`src/rtl/assert_macros.svh`:
```
// ---------------------------------------------------------------------------
// Assertion macros
// Concurrent check wrappers; empty when SYNTH is defined.
// ---------------------------------------------------------------------------
`ifndef ASSERT_MACROS_SVH
`define ASSERT_MACROS_SVH

`ifndef SYNTH

`define ASSERT_PROP(lbl, clk_s, rst_s, prop, msg) \
  lbl: assert property (@(posedge clk_s) disable iff (rst_s) prop) else $error(msg);

`define ASSERT_ALWAYS(lbl, clk_s, rst_s, cond, msg) \
  lbl: assert property (@(posedge clk_s) disable iff (rst_s) (cond)) else $error(msg);

`else

`define ASSERT_PROP(lbl, clk_s, rst_s, prop, msg)

`define ASSERT_ALWAYS(lbl, clk_s, rst_s, cond, msg)

`endif

`endif

```
`src/rtl/i2cbm_pkg.sv`:
```
`timescale 1ns / 1ps
// ---------------------------------------------------------------------------
// i2cbm_pkg
// Types, codes and constants shared by the I2C bit-level master.
// ---------------------------------------------------------------------------
package i2cbm_pkg;

  localparam int CFG_INDEX_W = 8;

  localparam logic [CFG_INDEX_W-1:0] REG_PHASE_DELAY   = 8'd0;
  localparam logic [CFG_INDEX_W-1:0] REG_STRETCH_LIMIT = 8'd1;

  localparam logic [15:0] PHASE_DELAY_RST   = 16'd16;
  localparam logic [15:0] STRETCH_LIMIT_RST = 16'd255;
  localparam logic [15:0] COUNT_MAX         = 16'hFFFF;

  localparam logic [2:0] PH_IDLE = 3'd0;
  localparam logic [2:0] PH_PRE  = 3'd1;
  localparam logic [2:0] PH_POLL = 3'd2;
  localparam logic [2:0] PH_POST = 3'd3;
  localparam logic [2:0] PH_HOLD = 3'd4;

  localparam logic [2:0] CMD_NONE  = 3'd0;
  localparam logic [2:0] CMD_START = 3'd1;
  localparam logic [2:0] CMD_STOP  = 3'd2;
  localparam logic [2:0] CMD_WRITE = 3'd3;
  localparam logic [2:0] CMD_READ  = 3'd4;

  localparam logic [3:0] NBITS   = 4'd8;
  localparam int         MSB_POS = 7;

  typedef struct packed {
    logic [2:0]  phase;
    logic [2:0]  cmd;
    logic        to_flag;
    logic [3:0]  bit_count;
    logic [7:0]  shift_reg;
    logic [15:0] delay_count;
    logic [15:0] stretch_count;
    logic        scl_drive;
    logic        sda_drive;
    logic        saved_ack;
  } state_t;

  typedef struct packed {
    logic       done;
    logic       ack;
    logic [7:0] rx;
    logic       to;
  } res_t;

endpackage

```
`src/rtl/i2cbm_step.sv`:
```
`timescale 1ns / 1ps
// ---------------------------------------------------------------------------
// i2cbm_step
// One tick of the bus sequencer: next state and finish result.
// ---------------------------------------------------------------------------
module i2cbm_step import i2cbm_pkg::*; (
  input  state_t      st,
  input  logic [15:0] phase_delay,
  input  logic [15:0] stretch_limit,
  input  logic [2:0]  kind,
  input  logic [7:0]  tx_byte,
  input  logic        ack_to_send,
  input  logic        scl_in,
  input  logic        sda_in,
  output state_t      st_next,
  output res_t        res
);

  typedef struct packed {
    state_t s;
    res_t   r;
  } step_t;

  function automatic step_t fin(step_t x, logic ack, logic [7:0] rx, logic to);
    step_t y;
    y = x;
    y.s.phase = PH_IDLE;
    y.s.cmd   = CMD_NONE;
    y.r.done  = 1'b1;
    y.r.ack   = ack;
    y.r.rx    = rx;
    y.r.to    = to;
    return y;
  endfunction

  // action once a clock-high phase is over
  function automatic step_t high_done(step_t x, logic sda);
    step_t y;
    logic [3:0] bc;
    logic [7:0] sh;
    y = x;
    bc = x.s.bit_count + 4'd1;
    case (x.s.cmd)
      CMD_START: begin
        y.s.sda_drive   = 1'b1;
        y.s.phase       = PH_HOLD;
        y.s.delay_count = '0;
      end
      CMD_STOP: begin
        y.s.sda_drive   = 1'b0;
        y.s.phase       = PH_HOLD;
        y.s.delay_count = '0;
      end
      CMD_WRITE: begin
        y.s.scl_drive = 1'b1;
        if (x.s.bit_count < NBITS) begin
          sh = {x.s.shift_reg[6:0], 1'b0};
          y.s.shift_reg = sh;
          y.s.bit_count = bc;
          y.s.sda_drive = (bc < NBITS) ? ~sh[MSB_POS] : 1'b0;
        end else begin
          y.s.saved_ack = sda;
          y.s.phase     = PH_HOLD;
        end
        if (x.s.bit_count < NBITS) y.s.phase = PH_PRE;
        y.s.delay_count = '0;
      end
      CMD_READ: begin
        y.s.scl_drive = 1'b1;
        if (x.s.bit_count < NBITS) begin
          y.s.shift_reg = {x.s.shift_reg[6:0], sda};
          y.s.bit_count = bc;
          if (bc >= NBITS) y.s.sda_drive = ~x.s.saved_ack;
          y.s.phase = PH_PRE;
        end else begin
          y.s.phase = PH_HOLD;
        end
        y.s.delay_count = '0;
      end
      default: begin
        y = fin(x, 1'b0, 8'd0, 1'b0);
      end
    endcase
    return y;
  endfunction

  step_t cur;
  step_t nxt;
  logic [15:0] dly_inc;
  logic [15:0] str_inc;

  assign dly_inc = (st.delay_count == COUNT_MAX) ? st.delay_count : st.delay_count + 16'd1;
  assign str_inc = (st.stretch_count == COUNT_MAX) ? st.stretch_count
                                                   : st.stretch_count + 16'd1;

  always_comb begin
    cur.s = st;
    cur.r = '0;
    nxt   = cur;
    case (st.phase)
      PH_IDLE: begin
        if (kind inside {[CMD_START:CMD_READ]}) begin
          nxt.s.cmd           = kind;
          nxt.s.to_flag       = 1'b0;
          nxt.s.bit_count     = '0;
          nxt.s.stretch_count = '0;
          case (kind)
            CMD_START: nxt.s.sda_drive = 1'b0;
            CMD_STOP:  nxt.s.sda_drive = 1'b1;
            CMD_WRITE: begin
              nxt.s.shift_reg = tx_byte;
              nxt.s.sda_drive = ~tx_byte[MSB_POS];
            end
            default: begin
              nxt.s.shift_reg = '0;
              nxt.s.saved_ack = ack_to_send;
              nxt.s.sda_drive = 1'b0;
            end
          endcase
          nxt.s.phase       = PH_PRE;
          nxt.s.delay_count = '0;
        end
      end
      PH_PRE: begin
        nxt.s.delay_count = dly_inc;
        if (dly_inc >= phase_delay) begin
          nxt.s.scl_drive     = 1'b0;
          nxt.s.stretch_count = '0;
          nxt.s.phase         = PH_POLL;
        end
      end
      PH_POLL: begin
        if (scl_in) begin
          nxt.s.phase       = PH_POST;
          nxt.s.delay_count = '0;
        end else begin
          nxt.s.stretch_count = str_inc;
          if (str_inc >= stretch_limit) begin
            if (st.cmd == CMD_WRITE) begin
              nxt = fin(nxt, 1'b1, 8'd0, 1'b1);
            end else if (st.cmd == CMD_READ) begin
              nxt = fin(nxt, 1'b0, 8'd0, 1'b1);
            end else begin
              nxt.s.to_flag = 1'b1;
              nxt = high_done(nxt, sda_in);
            end
          end
        end
      end
      PH_POST: begin
        nxt.s.delay_count = dly_inc;
        if (dly_inc >= phase_delay) nxt = high_done(nxt, sda_in);
      end
      PH_HOLD: begin
        nxt.s.delay_count = dly_inc;
        if (dly_inc >= phase_delay) begin
          case (st.cmd)
            CMD_START: begin
              nxt.s.scl_drive = 1'b1;
              nxt = fin(nxt, 1'b0, 8'd0, st.to_flag);
            end
            CMD_STOP:  nxt = fin(nxt, 1'b0, 8'd0, st.to_flag);
            CMD_WRITE: nxt = fin(nxt, st.saved_ack, 8'd0, 1'b0);
            CMD_READ:  nxt = fin(nxt, 1'b0, st.shift_reg, 1'b0);
            default:   nxt = fin(nxt, 1'b0, 8'd0, 1'b0);
          endcase
        end
      end
      default: begin
        nxt.s.phase = PH_IDLE;
        nxt.s.cmd   = CMD_NONE;
      end
    endcase
  end

  assign st_next = nxt.s;
  assign res     = nxt.r;

endmodule

```
`src/rtl/i2c_bit_level_master.sv`:
```
`timescale 1ns / 1ps
// ---------------------------------------------------------------------------
// i2c_bit_level_master
// Open-drain I2C bit-level master, one bus tick per input word.
// ---------------------------------------------------------------------------
// Usage:
//   s_* : one word per bus tick, sampled SCL/SDA levels plus an optional
//         command in s_tuser (none, start, stop, write byte, read byte).
//   m_* : one word per input word: line drives, busy, done pulse and the
//         finish result (ack, received byte, timeout).
//   cfg_*: register writes (phase delay, stretch limit), taken every cycle;
//         write only while the block is idle.
// Throughput is one word per cycle while m_* is not stalled; the next state
// is worked out combinationally by the step logic between the input and
// result registers, which every word from s_* to m_* passes in that order.
// A stall on m_tready holds the result register and then the input
// register; s_tready drops only when both are full. Nothing is lost.
// Reset clears the sequencer to idle with both lines released and restores
// the register defaults (phase delay 16, stretch limit 255).
// ---------------------------------------------------------------------------
`include "assert_macros.svh"

module i2c_bit_level_master import i2cbm_pkg::*; (
  input  logic                   clk,
  input  logic                   rst,
  input  logic                   s_tvalid,
  output logic                   s_tready,
  input  logic [15:0]            s_tdata,  // tx_byte[7:0], ack_to_send, scl_in, sda_in, pad
  input  logic [2:0]             s_tuser,  // kind
  output logic                   m_tvalid,
  input  logic                   m_tready,
  output logic [15:0]            m_tdata,  // scl_pull_low, sda_pull_low, busy_res, done_res,
                                           // ack_seen, rx_byte[7:0], timed_out, pad
  input  logic                   cfg_valid,
  output logic                   cfg_ready,
  input  logic [CFG_INDEX_W-1:0] cfg_index,
  input  logic [15:0]            cfg_data
);

  logic [15:0] phase_delay;
  logic [15:0] stretch_limit;

  logic        in_valid;
  logic [2:0]  in_kind;
  logic [10:0] in_data;
  logic        out_free;

  state_t st;
  state_t st_next;
  res_t   res;

  assign cfg_ready = 1'b1;
  assign out_free  = !m_tvalid || m_tready;
  assign s_tready  = !in_valid || out_free;

  always_ff @(posedge clk) begin
    if (rst) begin
      phase_delay   <= PHASE_DELAY_RST;
      stretch_limit <= STRETCH_LIMIT_RST;
    end else if (cfg_valid && cfg_ready) begin
      if (cfg_index == REG_PHASE_DELAY) phase_delay <= cfg_data;
      if (cfg_index == REG_STRETCH_LIMIT) stretch_limit <= cfg_data;
    end
  end

  // input register
  always_ff @(posedge clk) begin
    if (rst) begin
      in_valid <= 1'b0;
    end else if (s_tvalid && s_tready) begin
      in_valid <= 1'b1;
    end else if (out_free) begin
      in_valid <= 1'b0;
    end
  end

  always_ff @(posedge clk) begin
    if (s_tvalid && s_tready) begin
      in_kind <= s_tuser;
      in_data <= s_tdata[10:0];
    end
  end

  i2cbm_step u_step (
    .st            (st),
    .phase_delay   (phase_delay),
    .stretch_limit (stretch_limit),
    .kind          (in_kind),
    .tx_byte       (in_data[7:0]),
    .ack_to_send   (in_data[8]),
    .scl_in        (in_data[9]),
    .sda_in        (in_data[10]),
    .st_next       (st_next),
    .res           (res)
  );

  // sequencer state and result register
  always_ff @(posedge clk) begin
    if (rst) begin
      st       <= '0;
      m_tvalid <= 1'b0;
    end else if (in_valid && out_free) begin
      st       <= st_next;
      m_tvalid <= 1'b1;
    end else if (m_tready) begin
      m_tvalid <= 1'b0;
    end
  end

  always_ff @(posedge clk) begin
    if (in_valid && out_free) begin
      m_tdata <= {2'b00, res.to, res.rx, res.ack, res.done,
                  (st_next.phase != PH_IDLE), st_next.sda_drive, st_next.scl_drive};
    end
  end

  `ASSERT_ALWAYS(a_idle_no_cmd, clk, rst, (st.phase != PH_IDLE) || (st.cmd == CMD_NONE), "idle with a command latched")
  `ASSERT_ALWAYS(a_bit_count, clk, rst, st.bit_count <= NBITS, "bit count beyond eight")
  `ASSERT_PROP(a_done_not_busy, clk, rst, (m_tvalid && m_tdata[3]) |-> !m_tdata[2], "done word still busy")
  `ASSERT_PROP(a_in_hold, clk, rst, (in_valid && !out_free) |=> (in_valid && $stable(in_data) && $stable(in_kind)), "input register lost a stalled word")
  `ASSERT_PROP(a_state_hold, clk, rst, !(in_valid && out_free) |=> $stable(st), "state moved without a word")

endmodule

```
`config.mk`:
```
export PLATFORM = sky130hd
export DESIGN_NAME = i2c_bit_level_master
export DESIGN_NICKNAME = d
export VERILOG_FILES = /design/src/rtl/i2cbm_pkg.sv /design/src/rtl/i2cbm_step.sv /design/src/rtl/i2c_bit_level_master.sv
export VERILOG_INCLUDE_DIRS = /design/src /design/src/rtl
export SDC_FILE = /design/constraint.sdc
export NUM_CORES = 1
export LEC_CHECK = 0
export ABC_AREA = 1
export BUFFER_PORTS_ARGS = -buffer_cell sky130_fd_sc_hd__buf_4
export CAP_MARGIN = 40
export CORE_MARGIN = 3
export CORE_UTILIZATION = 50
export CTS_CLUSTER_DIAMETER = 50
export DETAILED_ROUTE_END_ITERATION = 12
export PLACE_DENSITY = 0.69
export SLEW_MARGIN = 20
export SYNTH_ARGS = -nofsm -noshare
export SYNTH_HDL_FRONTEND = slang
export SYNTH_SLANG_ARGS = --single-unit
```
`constraint.sdc`:
```
create_clock -name clk -period 3.7 [get_ports clk]
set_input_delay 0.74 -clock clk [delete_from_list [all_inputs] [get_ports clk]]
set_output_delay 0.74 -clock clk [all_outputs]
set_load 0.1 [all_outputs]
```
==> results.json, run 1 <==
{
  "start_util_pct": 51.8,
  "fillerInstances": 1165,
  "hold_path.class": "flip-flop to flip-flop",
  "cts.sinks": 116,
  "crit_required_ps": 4010,
  "post-route-cell-area_sq_um": 7870,
  "synth_seq_area_share_pct": 39.4,
  "cp-startpoint": "st[20]",
  "antenna_left": 0,
  "cts.path.max_buffers": 2,
  "end_kind": "flip-flop",
  "r2r_slack_ps": 280,
  "drt-total-wl_mm": 15.5,
  "yosys_warnings": 0,
  "drt_pass1_iterations": 5,
  "drive_gt1_share_pct": 14.7,
  "hold_buffers": 0,
  "track_usage_pct": 22.0,
  "synth_top_flop_cell": "dfxtp_1",
  "nets": 1052,
  "placed_area_sq_um": 7200,
  "floorplan.die_area_sq_um": 14600,
  "synth-seq-cells": 116,
  "cp-start-kind": "flip-flop",
  "h-tree-depth": 4,
  "die_h_microns": 121,
  "grt_max_degree": 54,
  "fin_tns_setup_ps": 0,
  "fp.coreArea_sq_um": 12800,
  "worst_ep_arrival_time_ps": 3720,
  "synth_area_sq_um": 6610,
  "boundaryPins": 67,
  "viasPerCell": 5.13,
  "finalCritPeriodShare_pct": 92.4,
  "clkTransAtPathRegs_ps": 60,
  "hold_viol_final": 0,
  "power_mw": 3.68,
  "ctsRootBufferMaster": "clkbuf_16",
  "ir_worst_vdd_v": 0.000373,
  "hold_path_startpoint": "phase_delay[3]",
  "numCtsBuffers": 17,
  "synth_cells": 906,
  "maxSlewHeadroom_pct": 64.3,
  "async_flop_share_pct": 0,
  "rsz0062_at_grt": "yes",
  "first_global_vias": 5378,
  "timing.rr.start": "st[20]",
  "path_class": "flip-flop to flip-flop",
  "ys_types": 44,
  "maxCapViolations": 0,
  "worst-path-max-fanout": 11,
  "setup_viol": 0,
  "clock.fmax_ghz": 0.292,
  "synth.avg_cell_area_sq_um": 7.30,
  "vias": 5918,
  "power_density_nw_per_um2": 468,
  "layout_common_cells": "178 x nand2_1, 122 x inv_1, 95 x a21oi_1, 92 x nor2_1, 88 x dfxtp_1",
  "final_common_cell": "nand2_1",
  "syn2layout_area_growth_pct": 19.0,
  "status": "complete, no violations",
  "die_w_microns": 121,
  "worst_pin_slew_ps": 535,
  "antenna_cells": 0,
  "cts_tree": "built",
  "antenna_found_initial": 0,
  "overflow": 0,
  "synth_edf_count": 28,
  "skew_ps": 9.25,
  "gp_congestion": 0.919,
  "wire_per_inst_microns": 13.4,
  "drtIter0Drc": 591,
  "clock_latency_ps": 420,
  "drcViolationCount": 0,
  "dp_hpwl_mm": 10.9,
  "cellLeakagePower_nw": 3.61,
  "numPortBuffers": 58,
  "fin_crit_ps": 3420,
  "fp-row-count": 41,
  "grt_pass1_wl_mm": 25.7,
  "slew_violations": 0
}
## through the flow
stage          cells  util (%)  hold slack (ps)  worst slack [ps]
6_report        1154      61.6              460               280
4_1_cts         1151      61.1              463               153
3_5_place_dp    1119      56.4              455               208
5_1_grt         1154      61.6              471             -20.0
3_3_place_gp    1119      56.4              453               275
2_1_floorplan    907         -              435               810
## state kept, by name, indices dropped and copies added, names as in the netlist
signal and cells:
in_data 11, in_kind 3, in_valid 1, m_tdata 14, m_tvalid 1, phase_delay 16, st 54, stretch_limit 16
## layout make-up
| class | count | area [sq um] | area share (%) |
|---|---|---|---|
| multi-input cells | 630 | 3400 | 43.2 |
| repair buffers | 72 | 557 | 7.07 |
| well taps | 172 | 215 | 2.73 |
| clock inverters | 12 | 161 | 2.05 |
| inverters | 132 | 498 | 6.33 |
| clock buffers | 20 | 437 | 5.55 |
| flip-flops and latches | 116 | 2600 | 33.1 |
## final timing paths
kind | end | cells past startpoint
max | st[6] | 18
min | phase_delay[3] | 2
max reg2reg | st[6] | 18
min reg2reg | phase_delay[3] | 2
## report_power, final
part           leakage (nW)  internal [mW]  switching [mW]  total [mW]
registers             0.990           1.36          0.0451        1.41
clock network         0.295           1.11           0.576        1.69
logic                  2.32          0.192           0.392       0.584
total                  3.61           2.67            1.01        3.68
## layer usage
layer | global-route usage, % | up-vias | wire [microns]
met2 | 33.0 | 143 | 6810
li1 | - | 3101 | -
met5 | 0 | - | 0
met3 | 6.53 | 14 | 817
met1 | 31.0 | 2660 | 7710
met4 | 5.59 | 0 | 155
## logic make-up (layout without fill, tap and decap cells)
family	count (synthesis)	in the layout	share of synthesized area, %
buffers and inverters	161	236	9.88
AND/OR/NAND/NOR	380	380	25.6
XOR/XNOR	22	22	2.91
adder cells (fa/ha/maj)	35	35	6.62
AO/OA/AOI/OAI	189	189	15.4
other	2	3	0.114
flip-flops	116	116	39.4
multiplexers	1	1	0.170
## synth_stat cells, types with 2 or more instances
cell type    n  area, sq um
nand2_1    179          672
inv_1      122          458
a21oi_1     97          485
nor2_1      92          345
dfxtp_1     88         1760
o21ai_0     60          300
nand3_1     49          245
ha_1        35          438
edfxtp_1    28          841
xor2_1      22          193
nor3_1      16         80.1
nand4_1     14         87.6
clkbuf_1    12         45.0
inv_2        9         33.8
o211ai_1     9         67.6
o21a_1       8         60.1
buf_4        7         52.6
buf_2        6         30.0
nand3_2      6         60.1
nor2_2       6         37.5
nand2_2      4         25.0
nor4_1       4         25.0
o21ai_1      4         20.0
a211oi_1     3         22.5
nor3_2       3         30.0
buf_1        2         7.51
buf_6        2         22.5
conb_1       2         7.51
nor2_4       2         22.5
## what timing repair did
item                       4_1_cts  5_1_grt
resized for setup                0       12
setup buffers                    0        3
setup endpoints to repair        0       51
## critical path: stages (launching register included)
cell and delay, ps:
dfxtp_1 360, ha_2 220, nand3_2 120, nor3_4 230, buf_4 160, nand3_2 120
mux2_2 330, ha_1 300, nand3_1 90, nor3_1 240, nand2_1 140, nand3_1 100
buf_4 190, inv_1 120, nand2_1 90, nand2_2 90, buf_4 180, o21ai_0 170
nor2_1 60
Power figures use the tool's default switching activity.
==> run 2: changes to the inputs <==
--- a/config.mk
+++ b/config.mk
@@ -7,13 +7,13 @@
 export NUM_CORES = 1
 export LEC_CHECK = 0
 export ABC_AREA = 1
-export BUFFER_PORTS_ARGS = -buffer_cell sky130_fd_sc_hd__buf_4
 export CAP_MARGIN = 40
 export CORE_MARGIN = 3
 export CORE_UTILIZATION = 50
 export CTS_CLUSTER_DIAMETER = 50
 export DETAILED_ROUTE_END_ITERATION = 12
-export PLACE_DENSITY = 0.69
+export DONT_BUFFER_PORTS = 1
+export PLACE_DENSITY = 0.65
 export SLEW_MARGIN = 20
 export SYNTH_ARGS = -nofsm -noshare
 export SYNTH_HDL_FRONTEND = slang
==> run 2 against run 1 <==
Worst setup slack lost 12 ps. Critical path depth grew 1. First-iteration DRC count decreased by 18%. Count of clock-buffer cells in the layout rose by 2. Highest routed layer unchanged. Register-to-register slack hardly changed. Sequential cell count did not move. Global-route usage up 0.33 points. Non-clock buffer count shrank 42. Final cell count decreased by 3.6%.
==> results.json, run 2 (same netlist as run 1, synthesis figures left out) <==
{
  "status": "complete, no violations",
  "rsz0062_at_grt": "no",
  "maxCapViolations": 0,
  "worst-path-max-fanout": 5,
  "layout_common_cells": "178 x nand2_1, 122 x inv_1, 95 x a21oi_1, 92 x nor2_1, 88 x dfxtp_1",
  "numPortBuffers": 0,
  "cts_tree": "built",
  "cp-start-kind": "flip-flop",
  "gp_congestion": 0.930,
  "h-tree-depth": 4,
  "antenna_found_initial": 0,
  "cellLeakagePower_nw": 3.43,
  "overflow": 0,
  "maxSlewHeadroom_pct": 40.3,
  "start_util_pct": 51.8,
  "final_common_cell": "nand2_1",
  "grt_max_degree": 33,
  "boundaryPins": 67,
  "clock.fmax_ghz": 0.291,
  "worst-path-buf-inv": 2,
  "worst_pin_slew_ps": 898,
  "hold_viol_final": 0,
  "fin_tns_setup_ps": 0,
  "slew_violations": 0,
  "floorplan.die_area_sq_um": 14600,
  "syn2layout_area_growth_pct": 15.3,
  "die_w_microns": 121,
  "drt-total-wl_mm": 16.2,
  "crit_path_max_incr_delay_ps": 350,
  "slowest_stage": "dfxtp_1",
  "fp-row-count": 41,
  "worst_ep_arrival_time_ps": 3590,
  "die_h_microns": 121,
  "path_class": "flip-flop to flip-flop",
  "nets": 1010,
  "grt_pass1_wl_mm": 26.0,
  "top_regs": "st (54), phase_delay (16), stretch_limit (16)",
  "hold_buffers": 0,
  "drt_pass1_iterations": 5,
  "clkTransAtPathRegs_ps": 50,
  "ir_worst_vdd_v": 0.000285,
  "drcViolationCount": 0,
  "drtIter0Drc": 485,
  "cts.path.max_buffers": 2,
  "hold_ws_ps": 392,
  "drive_gt1_share_pct": 10.6,
  "path_depth": 19,
  "fin_crit_ps": 3430,
  "ctsRootBufferMaster": "clkbuf_16",
  "largest_register_ffs": 54,
  "r2r_cells": 19,
  "antenna_left": 0,
  "vias": 5943,
  "end_kind": "flip-flop",
  "first_global_vias": 5406,
  "hold_path_depth": 1,
  "antenna_cells": 0,
  "pre_cts_ws_ps": 149,
  "hold_path.class": "input pin to flip-flop",
  "setup_viol": 0,
  "top_register": "st",
  "wire_per_inst_microns": 14.6,
  "fp.coreArea_sq_um": 12800,
  "critPathTopFamily": "simple AND/OR/NAND/NOR gates",
  "skew_ps": 7.08,
  "clock_latency_ps": 420,
  "setup_slack_ps": 269,
  "track_usage_pct": 22.3,
  "dp_hpwl_mm": 12.0,
  "numCtsBuffers": 17,
  "fin_util_pct": 59.7,
  "finalCritPeriodShare_pct": 92.7,
  "viasPerCell": 5.34,
  "power_density_nw_per_um2": 458,
  "cp_cell_sequence": "ha_1, nand3_1, nor3_4, nand4_1, buf_4, nand4_1, xor2_1, ha_1, a21oi_1, nor2_1, nor2_1, nand2_1, nand2_1, nand3_2, buf_4, nand2_1, nand3_1, nor3_1, nand3_1",
  "cts.sinks": 116,
  "crit_required_ps": 3860
}
run 2: final cells by class:
cell class                      count  area (sq um)
Clock buffer                       22           454
Clock inverter                     10          86.3
Fill cell                        1159          5150
Inverter                          132           498
Multi-Input combinational cell    630          3390
Sequential cell                   116          2600
Tap cell                          172           215
Timing Repair Buffer               30           377
run 2: per-stage QoR:
step	instances	power (mW)	cell area (sq um)
floorplan	907	1.85	6620
global placement	1067	1.96	6810
detailed placement	1075	2.00	7010
CTS	1107	3.51	7550
global route	1112	3.65	7620
finish	1112	3.50	7620
run 2: timing repair:
action / 4_1_cts / 5_1_grt
endpoints found under the setup margin: 0 / 57
buffers inserted: 0 / 4
resized for setup: 0 / 9
run 2: power by group:
group | switching, mW | total, mW | internal [mW]
Clock | 0.572 | 1.51 | 0.934
Sequential | 0.0678 | 1.43 | 1.36
Combinational | 0.362 | 0.557 | 0.195
Total | 1.00 | 3.50 | 2.49
run 2: routing by layer:
layer,vias to the layer above,track usage (%),wire length (microns)
met3,24,5.31,927
met5,-,0,0
met1,2736,28.6,7240
met4,0,7.08,238
li1,3017,-,-
met2,166,37.2,7780
run 2: path summary, 6_finish.rpt:
check,from,to,slack [ps]
max,st[20],m_tdata[2],270
min,rst,st[5],390
max reg2reg,st[20],m_tdata[2],270
min reg2reg,phase_delay[11],phase_delay[11],460
==> run 3: changes to the inputs <==
--- a/config.mk
+++ b/config.mk
@@ -6,7 +6,6 @@
 export SDC_FILE = /design/constraint.sdc
 export NUM_CORES = 1
 export LEC_CHECK = 0
-export ABC_AREA = 1
 export CAP_MARGIN = 40
 export CORE_MARGIN = 3
 export CORE_UTILIZATION = 50
==> run 3 against run 2 <==
Sequential share of layout area fell by 3.3 points. Die area rose by 0.75%. Final cell count fell by 8.6%. Combinational power fell by 55%. Cell area rose by 11%. Clock skew rose by 7.6 ps. Core utilization rose by 6.5 points. Hold slack improved by 1.1 ps. Non-clock buffer count rose by 58. Total power fell by 3.2%. Critical path depth fell by 5. Largest cell class unchanged. Largest power group unchanged.
==> results.json, run 3 <==
{
  "worst_pin_slew_ps": 900,
  "viasPerCell": 5.94,
  "slew_violations": 0,
  "floorplan.die_area_sq_um": 14700,
  "synth.top_cell.area_share_pct": 26.4,
  "numCtsBuffers": 17,
  "hold_viol_final": 0,
  "fin_crit_ps": 3610,
  "top_register": "st",
  "die_h_microns": 121,
  "boundaryPins": 67,
  "cp_cell_sequence": "nand4_1, buf_6, nor3_4, nand2_2, nand2b_4, or3_1, nand2_1, ha_1, nand4_1, or4_4, o21ai_4, nor2_2, o21a_1, a2111o_1",
  "synth.avg_cell_area_sq_um": 8.79,
  "final_common_cell": "nand2_1",
  "cellLeakagePower_nw": 3.44,
  "stdcell_count": 1016,
  "drtIter0Drc": 627,
  "synth_top_area_cell": "dfxtp_1",
  "finalCritPeriodShare_pct": 97.6,
  "maxCapViolations": 0,
  "gp_congestion": 0.928,
  "synth_cells": 758,
  "synth_seq_area_share_pct": 39.1,
  "antenna_cells": 0,
  "crit_top_cell": "nand4_1",
  "crit_path_max_incr_delay_ps": 610,
  "clock_latency_ps": 420,
  "power_density_nw_per_um2": 398,
  "yosys_warnings": 0,
  "placed_area_sq_um": 7390,
  "hold_buffers": 0,
  "cts.path.max_buffers": 2,
  "h-tree-depth": 4,
  "grt_max_degree": 58,
  "dp_hpwl_mm": 12.4,
  "yosys-top-cells-area": "dfxtp_1 26%, edfxtp_1 13%, mux2i_1 6.8%",
  "synth_edf_count": 28,
  "async_flop_share_pct": 0,
  "cp-start-kind": "flip-flop",
  "worst-path-max-fanout": 7,
  "ir_worst_vdd_v": 0.000338,
  "fp-row-count": 41,
  "numPortBuffers": 0,
  "skew_ps": 14.7,
  "top_regs": "st (54), phase_delay (16), stretch_limit (16)",
  "synth_area_sq_um": 6660,
  "hold_ws_ps": 393,
  "fp.coreArea_sq_um": 12800,
  "fin_util_pct": 66.2,
  "synth-seq-cells": 116,
  "drt_pass1_iterations": 5,
  "worst-path-buf-inv": 1,
  "cts.sinks": 116,
  "drcViolationCount": 0,
  "cts_tree": "built",
  "antenna_found_initial": 0,
  "overflow": 0,
  "status": "complete, no violations",
  "first_global_vias": 5690,
  "maxSlewHeadroom_pct": 40.1,
  "ys_types": 75,
  "post-route-cell-area_sq_um": 8490,
  "nets": 914,
  "clkTransAtPathRegs_ps": 60,
  "worst_ep_arrival_time_ps": 3760,
  "crit_required_ps": 3850,
  "clock.fmax_ghz": 0.277,
  "dpl.cell_count": 964,
  "antenna_left": 0,
  "largest_register_ffs": 54,
  "path_class": "flip-flop to flip-flop",
  "setup_viol": 0,
  "vias": 6037,
  "critPathTopFamily": "simple AND/OR/NAND/NOR gates",
  "synth.most_common_cell": "nand2_1",
  "end_kind": "flip-flop",
  "slowest_stage": "or4_4",
  "grt_pass1_wl_mm": 28.4,
  "drive_gt1_share_pct": 22.7,
  "hold_path.class": "input pin to flip-flop",
  "syn2layout_area_growth_pct": 27.4,
  "layout_common_cells": "91 x nand2_1, 78 x dfxtp_1, 74 x buf_4, 56 x nor2_1, 46 x inv_1",
  "track_usage_pct": 24.3,
  "start_util_pct": 52.0,
  "ctsRootBufferMaster": "clkbuf_16",
  "wire_per_inst_microns": 17.9,
  "setup_slack_ps": 89.3,
  "drt-total-wl_mm": 18.1,
  "synth_top_flop_cell": "dfxtp_1",
  "synthTopCellsByCount": "94 x nand2_1, 88 x dfxtp_1, 60 x nor2_1",
  "die_w_microns": 121,
  "fillerInstances": 1000,
  "pre_cts_ws_ps": -143
}
run 3: cell count changes in the layout (fill, tap and decap cells not counted), sizes merged, moves of 40 or more:
cell,previous run,this run
nand2,184,94
inv,132,46
buf,30,87
a21oi,98,44
mux2i,0,45
nor2,100,60
o21ai,64,24
run 3: power by group:
part	switching, mW	internal [mW]
registers	0.0435	1.33
clock network	0.579	1.18
logic	0.161	0.0880
total	0.784	2.60
run 3: worst paths after layout:
| check | end | slack, ps | startpoint | cells after the start |
|---|---|---|---|---|
| worst max-delay path | m_tdata[2] | 90 | st[25] | 14 |
| worst min-delay path | m_tvalid | 390 | rst | 1 |
| worst max register to register | m_tdata[2] | 90 | st[25] | 14 |
| worst min register to register | st[31] | 470 | st[31] | 2 |
run 3: routing by layer:
| layer | vias to the layer above | wire length, microns | global-route usage, % |
|---|---|---|---|
| met1 | 2881 | 7850 | 31.8 |
| met4 | 0 | 406 | 8.89 |
| met2 | 220 | 8770 | 38.9 |
| li1 | 2904 | - | - |
| met5 | - | 0 | 0 |
| met3 | 32 | 1120 | 5.97 |
run 3: per-stage QoR:
| stage | total power [mW] | TNS (ps) |
|---|---|---|
| final | 3.38 | 0 |
| after global routing | 3.48 | -771 |
| after CTS | 3.39 | 0 |
| after detailed placement | 1.63 | -1190 |
| after global placement | 1.61 | -275 |
| after floorplan | 1.57 | -6.15 |
run 3: cells by family after synthesis:
kind of cell             count (synthesis)  share of synthesized area (%)
AND/OR/NAND/NOR                        294                           21.7
adder cells (fa/ha/maj)                 35                           6.57
multiplexers                            49                           7.44
buffers and inverters                   83                           5.29
other                                    2                          0.113
flip-flops                             116                           39.1
XOR/XNOR                                22                           2.89
AO/OA/AOI/OAI                          157                           17.0
run 3: what timing repair did:
action | in CTS | in global routing
resized for setup | 12 | 52
hold endpoints to repair | 0 | 0
pin swaps | 7 | 29
buffers inserted | 6 | 13
setup endpoints to repair | 21 | 53
run 3: layout make-up:
cell class	count	area [sq um]	area share, %
timing repair buffer	88	837	9.86
clock inverter	7	145	1.71
multi-input combinational	560	4010	47.2
clock buffer	25	485	5.72
sequential	116	2620	30.8
inverter	48	180	2.12
tap	172	215	2.53
